File: src/design/assert_macros.svh
// assertion macros used by extended_int_alu
// no dependencies
`ifndef ASSERT_MACROS_SVH
`define ASSERT_MACROS_SVH

// implication checked every clock edge outside reset
`define ASSERT_IMPL(label, clk, rst, ante, cons) \
  label: assert property (@(posedge clk) disable iff (rst) (ante) |-> (cons)) \
    else $error("assertion failed");

// condition that never holds outside reset
`define ASSERT_NEVER(label, clk, rst, cond) \
  label: assert property (@(posedge clk) disable iff (rst) !(cond)) \
    else $error("assertion failed");

`endif

File: src/design/eia_pkg.sv
// shared types and codes of the extended integer alu
// no dependencies
`timescale 1ns / 1ps

package eia_pkg;

  typedef enum logic [2:0] {
    CMD_ADD = 3'd0,
    CMD_SUB = 3'd1,
    CMD_MUL = 3'd2,
    CMD_DIV = 3'd3,
    CMD_MOD = 3'd4,
    CMD_CMP = 3'd5,
    CMD_NOP6 = 3'd6,
    CMD_NOP7 = 3'd7
  } cmd_t;

  localparam logic [1:0] ORD_LESS      = 2'd0;
  localparam logic [1:0] ORD_EQUAL     = 2'd1;
  localparam logic [1:0] ORD_GREATER   = 2'd2;
  localparam logic [1:0] ORD_UNORDERED = 2'd3;

  // control and flag bits that ride with a word down the chain
  typedef struct packed {
    logic valid;
    cmd_t cmd;
    logic a_pos;
    logic a_nan;
    logic a_inf;
    logic b_pos;
    logic b_nan;
    logic b_inf;
  } ctl_t;

endpackage

File: src/design/eia_cell.sv
// one cell of the shift-add / shift-subtract chain, one magnitude bit per cell
// depends on eia_pkg
`timescale 1ns / 1ps

module eia_cell #(
  parameter int W   = 64,
  parameter int BIT = 63
) (
  input  logic              clk,
  input  logic              rst,
  input  logic              en,
  input  eia_pkg::ctl_t     ctl_in,
  input  logic [W-1:0]      a_in,
  input  logic [W-1:0]      b_in,
  input  logic [W-1:0]      rem_in,
  input  logic [W-1:0]      quo_in,
  input  logic              ovf_in,
  output eia_pkg::ctl_t     ctl_out,
  output logic [W-1:0]      a_out,
  output logic [W-1:0]      b_out,
  output logic [W-1:0]      rem_out,
  output logic [W-1:0]      quo_out,
  output logic              ovf_out
);

  logic [W+1:0] acc;
  logic [W:0]   sh;
  logic [W:0]   diff;
  logic         ge;
  logic [W-1:0] rem_next;
  logic [W-1:0] quo_next;
  logic         ovf_next;

  // multiply msb first: acc = 2*acc + (b bit ? a : 0), sticky overflow
  // divide msb first: restoring step on the partial remainder
  always_comb begin
    acc      = {1'b0, rem_in, 1'b0} + {2'b00, (b_in[BIT] ? a_in : '0)};
    sh       = {rem_in, a_in[BIT]};
    diff     = sh - {1'b0, b_in};
    ge       = (sh >= {1'b0, b_in});
    quo_next = {quo_in[W-2:0], ge};
    ovf_next = ovf_in;
    if (ctl_in.cmd == eia_pkg::CMD_MUL) begin
      rem_next = acc[W-1:0];
      ovf_next = ovf_in | (|acc[W+1:W]);
    end else begin
      rem_next = ge ? diff[W-1:0] : sh[W-1:0];
    end
  end

  always_ff @(posedge clk) begin
    if (rst) begin
      ctl_out.valid <= 1'b0;
    end else if (en) begin
      ctl_out <= ctl_in;
    end
  end

  always_ff @(posedge clk) begin
    if (en) begin
      a_out   <= a_in;
      b_out   <= b_in;
      rem_out <= rem_next;
      quo_out <= quo_next;
      ovf_out <= ovf_next;
    end
  end

endmodule

File: config.mk
export PLATFORM = sky130hd
export DESIGN_NAME = eia_cell
export DESIGN_NICKNAME = d
export VERILOG_FILES = /design/src/design/assert_macros.svh /design/src/design/eia_pkg.sv /design/src/design/eia_cell.sv
export SDC_FILE = /design/constraint.sdc
export NUM_CORES = 1
export LEC_CHECK = 0
export BUFFER_PORTS_ARGS = -buffer_cell sky130_fd_sc_hd__buf_2
export CORE_ASPECT_RATIO = 0.5
export CORE_UTILIZATION = 27
export CTS_CLUSTER_DIAMETER = 200
export DETAILED_ROUTE_END_ITERATION = 16
export GPL_TIMING_DRIVEN = 0
export HOLD_SLACK_MARGIN = 0.1
export MAX_ROUTING_LAYER = met4
export PLACE_DENSITY_LB_ADDON = 0.12
export RECOVER_POWER = 50
export REMOVE_ABC_BUFFERS = 1
export SYNTH_ARGS = -nofsm -noshare
export SYNTH_HDL_FRONTEND = slang
export SYNTH_SLANG_ARGS = --single-unit
export TNS_END_PERCENT = 100
File: constraint.sdc
create_clock -name clk -period 3.4 [get_ports clk]
set_clock_uncertainty 0.2 [all_clocks]
set_input_delay 0.17 -clock clk [delete_from_list [all_inputs] [get_ports clk]]
set_output_delay 0.17 -clock clk [all_outputs]
set_load 0.005 [all_outputs]
==> qor.csv <==
stage,metric,value,unit
outcome,outcome,finished with violations,
outcome,failing checks,hold timing,
placed_design,dpl cell area,0.0212,mm2
worst_setup_path,crit-path cells,buf_16 -> and2_1 -> ha_2 -> inv_1 -> fa_1 -> nand2b_1 -> a21o_1 -> a211o_4 -> a211oi_4 -> o21ai_0 -> o21ai_0 -> a31oi_1 -> xor2_1 -> o21ai_0,
clocking,deepest clock path buffer count,3,
worst_setup_path,"most used cell, CP",o21ai_0,
clocking,H-Tree Depth,1,
finish,final net count,3148,
grt,first-pass GRT wire length,104,mm
grt,initial antenna violation count,8,
worst_setup_path,startpoint types,input pin,
logic_synthesis,commonest register cell after synthesis,edfxtp_1,
drt,Vias,17700,
clocking,CTS tree,done,
drt,drc violations,0,
grt,number of global-route vias before repair,17500,
drt,First-pass DRT Iterations,6,
worst_setup_path,element type at the critical path end,flop,
finish,area occupied by multi-input gates,0.00935,mm2
grt,pin count of the biggest net entering global routing,111,
clocking,Clock Latency Late Sink,0.58,ns
power,Seq pwr share,39.8,%
sta,Max Clock Freq,0.300,GHz
worst_setup_path,WP data required,3.57,ns
clocking,Num CTS Buffers,27,
die,Die Height,183,um
worst_hold_path,Hold Crit Class,input pin to flop,
logic_synthesis,Netlist Area Pre-Place,0.0177,mm2
logic_synthesis,warnings from Yosys,0,
die,Core ar.,0.0638,mm2
finish,fin cells,3643,
finish,layout cells sized above 1,23.2,%
logic_synthesis,sequential fraction of the synthesis area,45.3,%
worst_setup_path,CP max-delay cell,o21ai_0,
die,I/O pin count,537,
sta,hold_ws,-0.378,ns
power,Switch Pwr,3.24,mW
power,P per Cell Area,377,mW/mm2
placed_design,DP HPWL,50.9,mm
grt,GRT Total Usage,21.1,%
finish,Storage cell area,0.00801,mm2
sta,Worst Tran Pin Value,0.787,ns
logic_synthesis,"EDFF count, synth",266,
grt,GR Overflow Total,0,
sta,final worst path period share,98.0,%
finish,Final Util,42.5,%
power,Int Power,7.01,mW
die,starting density of the core,27.7,%
sta,Pins Over Slew Limit,0,
logic_synthesis,Seq cells post-synth,267,
drt,drt wl/cell,19.6,um
worst_setup_path,critical path buffer and inverter count,2,
worst_setup_path,Slowest Stage Delay on Critical Path,0.45,ns
sta,number of hold violations in the final report,6,
power,Comb pwr share,31.2,%
job,max cap viols,0,
power,clock network fraction of total power,29.1,%
worst_setup_path,crit-path leading delay family,compound AO/OA/AOI/OAI gates,
logic_synthesis,Synth Instances,1788,
drt,routed vias/inst,4.86,
logic_synthesis,Unique masters post-synth,84,
finish,Fillers,6445,
sta,min Tclk post-route,3.33,ns
placed_design,# placed instances,3120,
die,Die Wd,364,um
drt,DRT antenna net count,0,
clocking,CTS root buffer,clkbuf_16,
worst_setup_path,Critical Path Fanout Max,17,
finish,synth-to-layout area growth,53.6,%
clocking,"CTS clk-pin slew, worst paths",0.08,ns
die,Total Die Area,0.0666,mm2
power,Peak VDD IR,358,uV
power,leakage,11.5,nW
worst_setup_path,critical path arrival,3.50,ns
sta,Slew Limit Headroom,47.0,%
worst_setup_path,Worst Setup Path Type,input pin to flop,
drt,Routed WL,71.4,mm
finish,cell area after layout,0.0272,mm2
logic_synthesis,synthesized area per cell,9.89,um2
drt,initial drt markers,1151,
sta,# setup viols final,0,
sta,RSZ-0062 raised after global routing,true,
placed_design,RePlAce Congestion,0.896,
die,Rows,65,
placed_design,number of port buffers,535,
power,Switching Share,31.6,%
logic_synthesis,Post-synth ARST share,0,%
clocking,CTS sink cnt,267,
==> through the flow <==
stage	power (mW)	setup TNS (ns)	setup WS, ns
final	10.2	0	0.0691
after detailed placement	6.81	-111.06	-2.31
after floorplan	5.66	-68.96	-1.64
after global placement	6.83	-835.50	-5.31
after global routing	10.8	-0.0605	-0.0355
after CTS	10.3	0	0.00442
==> Yosys cell counts (all sizes together), types with 28 or more instances <==
library cell  number  area [um2]
a211oi            37         293
a21o              53         399
a21oi            199        1030
and2              73         457
buf               32         184
clkbuf            47         176
edfxtp           266        7990
ha               127        1590
inv              102         383
nand2            164         616
nand3             33         165
nand4             33         213
nor2             118         443
nor3              32         165
o21ai             97         489
o21bai            28         210
xnor2             66         578
xor2              39         342
==> what timing repair did <==
item	CTS	global route
resized for setup	42	48
setup buffers	11	4
gates cloned	3	1
hold endpoints to repair	353	23
endpoints found under the setup margin	66	47
pin swaps	11	11
hold buffers	434	18
==> power groups by stage <==
stage / combinational (mW) / sequential [mW] / clock [mW]
after floorplan: 1.45 / 4.21 / 0
after global placement: 2.66 / 4.17 / 0
after detailed placement: 2.66 / 4.15 / 0
after CTS: 3.13 / 4.08 / 3.10
after global routing: 3.49 / 4.11 / 3.21
final: 3.19 / 4.08 / 2.98
==> placed cells by master (no fill, tap or decap), types with 71 or more instances in the layout <==
cell type      count
a21oi_1          175
and2_1            71
buf_2            488
dlygate4sd3_1    452
edfxtp_1         266
ha_1             123
inv_1            100
nand2_1          163
nor2_1           117
o21ai_0           78
==> area by class of cell <==
| cell class | count | area share [%] |
|---|---|---|
| diodes | 3 | 0.0276 |
| clock buffers | 30 | 2.53 |
| inverters | 102 | 1.46 |
| well taps | 871 | 4.01 |
| repair buffers | 1009 | 27.5 |
| multi-input cells | 1342 | 34.4 |
| clock inverters | 19 | 0.521 |
| flip-flops and latches | 267 | 29.5 |
==> cells by family (layout without fill, tap and decap cells) <==
group	Yosys count	count (layout)	synth area share (%)
muxes	10	10	0.566
and+or+nand+nor	534	536	14.7
DFF	267	267	45.3
xor gates and xnor gates	105	105	5.20
buffers and inverters	181	1160	4.20
AOI/OAI and AO/OA	562	562	20.8
adders and majority gates	129	129	9.22
other	0	3	0
==> flip-flops by register name (all words and copies together), names as in the netlist <==
name     count
b_out       64
a_out       64
ovf_out      1
rem_out     64
ctl_out     10
quo_out     64
==> worst paths after layout <==
path	startpoint	end	slack, ns	depth (start not counted)
worst min-delay path	a_in[1]	a_out[1]$_DFFE_PP_	-0.38	1
worst max register to register	ctl_out[9]$_SDFFE_PP0P_	ctl_out[9]$_SDFFE_PP0P_	1.98	3
worst max-delay path	b_in[63]	rem_out[43]$_DFFE_PP_	0.07	14
worst min register to register	ctl_out[9]$_SDFFE_PP0P_	ctl_out[9]$_SDFFE_PP0P_	0.94	3
==> per-layer routing <==
layer  part of all wire [%]  vias to the layer above  wire length (um)  GRT usage, %
met1                     42                     8591             30000          25.9
met2                     50                      440             35800          36.6
met4                    2.2                        0              1590          4.86
li1                       -                     8596                 -             -
met5                      0                        -                 0             -
met3                    5.6                       84              3980          2.99
(Power assumes the default switching activity.)
