===== config.mk =====
export PLATFORM = sky130hd
export DESIGN_NAME = eia_finish
export DESIGN_NICKNAME = d
export VERILOG_FILES = /design/src/design/assert_macros.svh /design/src/design/eia_pkg.sv /design/src/design/eia_finish.sv
export SDC_FILE = /design/constraint.sdc
export NUM_CORES = 1
export LEC_CHECK = 0
export ABC_CLOCK_PERIOD_IN_PS = 6250
export BUFFER_PORTS_ARGS = -buffer_cell sky130_fd_sc_hd__buf_4
export CORE_MARGIN = 5
export CORE_UTILIZATION = 40
export DETAILED_ROUTE_END_ITERATION = 8
export MAX_ROUTING_LAYER = met4
export PLACE_DENSITY = 0.58
export SETUP_SLACK_MARGIN = 0.2
export SYNTH_ARGS = -nofsm -noshare
export SYNTH_HDL_FRONTEND = slang
export SYNTH_SLANG_ARGS = --single-unit

===== constraint.sdc =====
create_clock -name clk -period 6.25 [get_ports clk]
set_input_delay 0 -clock clk [delete_from_list [all_inputs] [get_ports clk]]
set_output_delay 0 -clock clk [all_outputs]
set_load 0.01 [all_outputs]

===== src/design/assert_macros.svh =====
// assertion macros used by extended_int_alu
// no dependencies
`ifndef ASSERT_MACROS_SVH
`define ASSERT_MACROS_SVH

// implication checked every clock edge outside reset
`define ASSERT_IMPL(label, clk, rst, ante, cons) \
  label: assert property (@(posedge clk) disable iff (rst) (ante) |-> (cons)) \
    else $error("assertion failed");

// condition that never holds outside reset
`define ASSERT_NEVER(label, clk, rst, cond) \
  label: assert property (@(posedge clk) disable iff (rst) !(cond)) \
    else $error("assertion failed");

`endif


===== src/design/eia_pkg.sv =====
// shared types and codes of the extended integer alu
// no dependencies
`timescale 1ns / 1ps

package eia_pkg;

  typedef enum logic [2:0] {
    CMD_ADD = 3'd0,
    CMD_SUB = 3'd1,
    CMD_MUL = 3'd2,
    CMD_DIV = 3'd3,
    CMD_MOD = 3'd4,
    CMD_CMP = 3'd5,
    CMD_NOP6 = 3'd6,
    CMD_NOP7 = 3'd7
  } cmd_t;

  localparam logic [1:0] ORD_LESS      = 2'd0;
  localparam logic [1:0] ORD_EQUAL     = 2'd1;
  localparam logic [1:0] ORD_GREATER   = 2'd2;
  localparam logic [1:0] ORD_UNORDERED = 2'd3;

  // control and flag bits that ride with a word down the chain
  typedef struct packed {
    logic valid;
    cmd_t cmd;
    logic a_pos;
    logic a_nan;
    logic a_inf;
    logic b_pos;
    logic b_nan;
    logic b_inf;
  } ctl_t;

endpackage


===== src/design/eia_finish.sv =====
// last stage: special values, add, subtract, compare, mul/div/mod, result register
// depends on eia_pkg
`timescale 1ns / 1ps

module eia_finish #(
  parameter int W = 64
) (
  input  logic          clk,
  input  logic          rst,
  input  logic          en,
  input  eia_pkg::ctl_t ctl_in,
  input  logic [W-1:0]  a_in,
  input  logic [W-1:0]  b_in,
  input  logic [W-1:0]  rem_in,
  input  logic [W-1:0]  quo_in,
  input  logic          ovf_in,
  output logic          valid,
  output logic          r_positive,
  output logic [63:0]   r_magnitude,
  output logic          r_is_nan,
  output logic          r_is_inf,
  output logic [1:0]    order
);

  logic         bp;
  logic         spec;
  logic         a_zero;
  logic         b_zero;
  logic [W:0]   sum;
  logic         a_lt_b;
  logic         a_eq_b;
  logic [1:0]   ra;
  logic [1:0]   rb;
  logic         pos_next;
  logic [W-1:0] mag_next;
  logic         nan_next;
  logic         inf_next;
  logic [1:0]   ord_next;

  always_comb begin
    bp       = (ctl_in.cmd == eia_pkg::CMD_SUB) ? ~ctl_in.b_pos : ctl_in.b_pos;
    spec     = ctl_in.a_nan | ctl_in.a_inf | ctl_in.b_nan | ctl_in.b_inf;
    a_zero   = (a_in == '0);
    b_zero   = (b_in == '0);
    sum      = {1'b0, a_in} + {1'b0, b_in};
    a_lt_b   = (a_in < b_in);
    a_eq_b   = (a_in == b_in);
    // rank: negative infinity, negative finite, positive finite, positive infinity
    ra       = ctl_in.a_pos ? (ctl_in.a_inf ? 2'd3 : 2'd2) : (ctl_in.a_inf ? 2'd0 : 2'd1);
    rb       = ctl_in.b_pos ? (ctl_in.b_inf ? 2'd3 : 2'd2) : (ctl_in.b_inf ? 2'd0 : 2'd1);
    pos_next = 1'b0;
    mag_next = '0;
    nan_next = 1'b0;
    inf_next = 1'b0;
    ord_next = eia_pkg::ORD_LESS;
    unique case (ctl_in.cmd) inside
      eia_pkg::CMD_ADD, eia_pkg::CMD_SUB: begin
        pos_next = ctl_in.a_pos;
        mag_next = a_in;
        if (spec) begin
          nan_next = ctl_in.a_nan | ctl_in.b_nan
                   | (ctl_in.a_inf & ctl_in.b_inf & (ctl_in.a_pos != bp));
          inf_next = ~nan_next & (ctl_in.a_inf | ctl_in.b_inf);
          pos_next = ctl_in.b_inf ? bp : ctl_in.a_pos;
        end else if (ctl_in.a_pos == bp) begin
          if (sum[W]) begin
            inf_next = 1'b1;
          end else begin
            mag_next = sum[W-1:0];
          end
        end else if (a_lt_b) begin
          pos_next = ~ctl_in.a_pos;
          mag_next = b_in - a_in;
        end else begin
          mag_next = a_in - b_in;
        end
      end
      eia_pkg::CMD_MUL: begin
        pos_next = (ctl_in.a_pos == ctl_in.b_pos);
        mag_next = a_in;
        if (spec) begin
          nan_next = ctl_in.a_nan | ctl_in.b_nan | (ctl_in.a_inf & b_zero)
                   | (a_zero & ctl_in.b_inf);
          inf_next = ~nan_next & (ctl_in.a_inf | ctl_in.b_inf);
        end else if (b_zero) begin
          mag_next = '0;
        end else if (ovf_in) begin
          inf_next = 1'b1;
        end else begin
          mag_next = rem_in;
        end
      end
      eia_pkg::CMD_DIV: begin
        pos_next = (ctl_in.a_pos == ctl_in.b_pos);
        if (spec | b_zero) begin
          nan_next = ctl_in.a_nan | ctl_in.b_nan | (ctl_in.a_inf & ctl_in.b_inf)
                   | (a_zero & b_zero);
          inf_next = ~nan_next & (ctl_in.a_inf | (~a_zero & b_zero));
          mag_next = (~nan_next & ~inf_next & ctl_in.b_inf) ? '0 : a_in;
        end else begin
          mag_next = quo_in;
        end
      end
      eia_pkg::CMD_MOD: begin
        pos_next = ctl_in.a_pos;
        if (b_zero) begin
          nan_next = 1'b1;
          mag_next = a_in;
        end else begin
          nan_next = ctl_in.a_nan;
          inf_next = ctl_in.a_inf;
          mag_next = rem_in;
        end
      end
      eia_pkg::CMD_CMP: begin
        if (ctl_in.a_nan | ctl_in.b_nan) begin
          ord_next = eia_pkg::ORD_UNORDERED;
        end else if (ra != rb) begin
          ord_next = (ra < rb) ? eia_pkg::ORD_LESS : eia_pkg::ORD_GREATER;
        end else if (ctl_in.a_inf | a_eq_b) begin
          ord_next = eia_pkg::ORD_EQUAL;
        end else if (a_lt_b == ctl_in.a_pos) begin
          ord_next = eia_pkg::ORD_LESS;
        end else begin
          ord_next = eia_pkg::ORD_GREATER;
        end
      end
      default: begin
        ord_next = eia_pkg::ORD_LESS;
      end
    endcase
  end

  always_ff @(posedge clk) begin
    if (rst) begin
      valid <= 1'b0;
    end else if (en) begin
      valid <= ctl_in.valid;
    end
  end

  always_ff @(posedge clk) begin
    if (en) begin
      r_positive  <= pos_next;
      r_magnitude <= 64'(mag_next);
      r_is_nan    <= nan_next;
      r_is_inf    <= inf_next;
      order       <= ord_next;
    end
  end

endmodule


==> impl_summary.log <==
[metrics] setup skew after layout: 0 ns
[metrics] Avg Synthesized Cell Area: 7.05 um^2
[metrics] area share of the largest cell type after synthesis: 14.4%
[metrics] Post-Syn Instances: around 2,500
[metrics] HPWL Detailed: between 70 and 80 mm
[metrics] Ys Warns: 0
[metrics] CTS root buf: sky130_fd_sc_hd__clkbuf_16
[metrics] maximum clock frequency: about 0.2 GHz
[metrics] Vias per Instance: ~6.7
[metrics] Clock Latency Late Sink: 0.39 ns
[metrics] fin nets: 3,262
[metrics] core region area: ~0.043 mm^2
[metrics] Worst setup startpoint: a_in[22]
[metrics] cell area after layout: between 0.02 and 0.025 mm^2
[metrics] quantity of hold-fixing buffers added after cts: slightly above 90
[metrics] nature of the critical path endpoint: register
[metrics] pin count of the biggest net entering global routing: 44
[metrics] post-layout min period: around 5 ns
[metrics] sw frac: 50.8%
[metrics] maximum level of the CTS H-tree: 3
[metrics] share of synthesized flip-flops with an asynchronous set or reset: 0%
[metrics] final setup vio count: 0
[metrics] category of the most critical setup path: primary input to register
[metrics] Min-Delay Path Class: primary input to register
[metrics] number of cell rows: 76
[metrics] Total Die Area: 0.0478 mm^2
[metrics] via total after detailed routing: approximately 23,000
[metrics] cell-internal power: between 1.5 and 2 mW
[metrics] launch instance of the worst min-delay path: a_in[3]
[metrics] layout cell share with drive strength beyond 1: 16.6%
[metrics] RSZ-0062 raised after global routing: false
[metrics] cell types occupying the most area after synthesis: sky130_fd_sc_hd__ha_1, sky130_fd_sc_hd__edfxtp_1, sky130_fd_sc_hd__a21oi_1, sky130_fd_sc_hd__o21ai_0, sky130_fd_sc_hd__nand2_1
[metrics] portion of total power attributed to the clock network: 17.1%
[metrics] via count of the first global-routing pass: 21,400
[metrics] routed wire length: between 90 and 100 mm
[metrics] Worst Path Max Fanout: 37
[metrics] DIE WIDTH: 219 um
[metrics] Tightest Pin Transition: around 1.3 ns
[metrics] max-capacitance violation count: 0
[metrics] Setup crit start kind: primary input
[metrics] register bit count reported by yosys: 70
[metrics] count of input and output buffers: 339
[metrics] overall fraction of global-route tracks in use: 39.7%
[metrics] final hold slack: about 0.015 ns
[metrics] Power Dens Cells: approximately 150 mW/mm^2
[metrics] portion of total power attributed to combinational logic: approximately 64%
[metrics] clock input transition at the sequential cells of the worst setup and hold paths: 0.07 ns
[metrics] worst flop-to-flop path startpoint: valid
[metrics] DRC violations left: 0
[metrics] leakage power summed over all cells: a little over 9 nW
[metrics] total iterations of the first detailed-routing run: 9
[metrics] CTS sink count: 70
[metrics] average detailed-routed wire length per instance: 28.8 um
[metrics] dominant cell by count in the synthesized netlist: sky130_fd_sc_hd__a21oi_1
[metrics] wire length of the first global-routing pass: 141 mm
[metrics] Max rail drop VDD: roughly 0.00014 V
[metrics] Final Wtd Congestion: approximately 1.1
[metrics] aggregate global routing overflow: 0
[metrics] prevailing post-synth register cell: sky130_fd_sc_hd__edfxtp_1
[metrics] number of filler cells placed in the layout: between 4,000 and 5,000
[metrics] Synth top cells by count: sky130_fd_sc_hd__a21oi_1, sky130_fd_sc_hd__nand2_1, sky130_fd_sc_hd__o21ai_0
[metrics] arrival time reported for the critical path endpoint: ~5.1 ns
[metrics] number of distinct library cell variants in the gate-level netlist after synthesis: 103
[metrics] Synthesized Nets: 2,940
[metrics] status: finished, final reports clean
[metrics] number of I/O pins: 340
[metrics] Relative slew margins: around 13%
[metrics] number of synthesized flops with an enable pin: a little under 70
[metrics] part of the power in registers: 18.7%
[metrics] final hold violations: 0
[metrics] y dimension of the die: 219 um
[metrics] Placed Area: 0.0203 mm^2
[metrics] post-route antenna net violation count: 0
[metrics] Starting DRT DRC Count: around 3,400
[metrics] antenna violations before repair: 5
[metrics] switching power of the nets: 1.65 mW
[metrics] max-slew violation count: 0
[metrics] post-synthesis cell type with the largest combined area: sky130_fd_sc_hd__ha_1
[metrics] final setup TNS: 0 ns
[metrics] relative area change from synthesis to final layout: 23.6%
[metrics] Initial Util: 40.4%
[metrics] number of setup buffers added after CTS: 0
[metrics] count of cells resized by post-cts repair: 0
[metrics] post-route fraction of the period consumed by the critical path: between 70 and 80%
[metrics] summed instance area of the synthesized netlist: around 0.017 mm^2
[metrics] TritonCTS clock tree: done
[metrics] number of buffers created by CTS: 9
[metrics] required time of the critical path: about 6.4 ns
[metrics] share of the yosys chip area belonging to registers: between 10% and 20%
[metrics] CTS Buffer Depth: 2
==> cell families (layout without fill, tap and decap cells) <==
logic type	Yosys count	count (layout)	synth area share, %
AO/OA/AOI/OAI	1038	1038	39.5
XOR/XNOR	28	28	1.41
adder cells (fa/ha/maj)	203	203	14.7
buffers and inverters	348	675	8.34
flip-flops	70	70	12.0
multiplexers	72	72	4.19
other	0	3	0
AND/OR/NAND/NOR	708	708	19.8
==> registers in the layout (all words and copies together) (netlist names) <==
name,flops
valid,1
r_magnitude,64
r_is_inf,1
r_is_nan,1
order,2
r_positive,1
==> metal layers <==
metal | up-vias | global-route usage (%) | wire length (um) | part of all wire [%]
met5 | - | - | 0 | 0
met4 | 0 | 12.0 | 3270 | 3.4
li1 | 9989 | - | - | -
met3 | 222 | 8.03 | 10500 | 11
met1 | 11000 | 53.5 | 40900 | 42
met2 | 1435 | 60.3 | 42700 | 44
==> final cells by class <==
type	count	area, um^2	area share, %
inverters	197	739	3.44
diodes	3	7.51	0.0349
flip-flops and latches	70	2090	9.73
clock buffers	10	239	1.11
multi-input cells	2049	13900	64.8
well taps	585	732	3.40
clock inverters	6	37.5	0.175
repair buffers	462	3720	17.3
==> critical path, cell delays in order <==
cell and delay [ns]:
sky130_fd_sc_hd__dlygate4sd3_1 0.54, sky130_fd_sc_hd__buf_4 0.15, sky130_fd_sc_hd__inv_1 0.05, sky130_fd_sc_hd__ha_1 0.66, sky130_fd_sc_hd__nand4_1 0.36, sky130_fd_sc_hd__nor4_1 0.73, sky130_fd_sc_hd__o21ai_1 0.18, sky130_fd_sc_hd__o211ai_2 0.18
sky130_fd_sc_hd__a221o_2 0.29, sky130_fd_sc_hd__a21o_1 0.62, sky130_fd_sc_hd__buf_12 0.32, sky130_fd_sc_hd__nor2_1 0.08, sky130_fd_sc_hd__a32oi_1 0.54, sky130_fd_sc_hd__o221a_2 0.29, sky130_fd_sc_hd__o21ai_0 0.10
==> power by group through the flow <==
stage / clock, mW / sequential [mW] / combinational [mW]
floorplan: 0 / 0.632 / 1.13
global placement: 0 / 0.615 / 1.94
detailed placement: 0 / 0.615 / 1.95
CTS: 0.562 / 0.605 / 2.01
global route: 0.574 / 0.611 / 2.20
finish: 0.555 / 0.607 / 2.09
==> layout by cell type, fill, tap and decap left out, drive strengths merged, types with 25 or more instances in the layout <==
| cell type | n |
|---|---|
| inv | 196 |
| edfxtp | 69 |
| a211oi | 31 |
| nand3 | 32 |
| a21oi | 306 |
| a21o | 35 |
| o211ai | 32 |
| nor2 | 186 |
| o31ai | 48 |
| xnor2 | 25 |
| nor2b | 27 |
| buf | 370 |
| a222oi | 55 |
| dlygate4sd3 | 92 |
| mux2i | 65 |
| nor3 | 43 |
| nor4 | 65 |
| o21ai | 257 |
| nand2 | 218 |
| a221oi | 30 |
| ha | 200 |
| nand4 | 62 |
| o21bai | 63 |
==> per-stage QoR <==
| stage | instances | worst slack (ns) | power [mW] | util (%) |
|---|---|---|---|---|
| after floorplan | 2467 | 3.21 | 1.77 | - |
| final | 3382 | 1.27 | 3.25 | 49.9 |
| after CTS | 3379 | 1.39 | 3.18 | 49.9 |
| after global routing | 3382 | 0.998 | 3.38 | 49.9 |
| after global placement | 3271 | 1.70 | 2.56 | 47.1 |
| after detailed placement | 3271 | 1.62 | 2.56 | 47.1 |
==> path summary, 6_finish.rpt <==
path,end,slack [ns],cells past startpoint
max reg2reg,valid,5.08,3
min reg2reg,valid,1.08,3
max,r_magnitude[49],1.27,15
min,r_magnitude[3],0.01,3
Power figures use the tool's default switching activity.
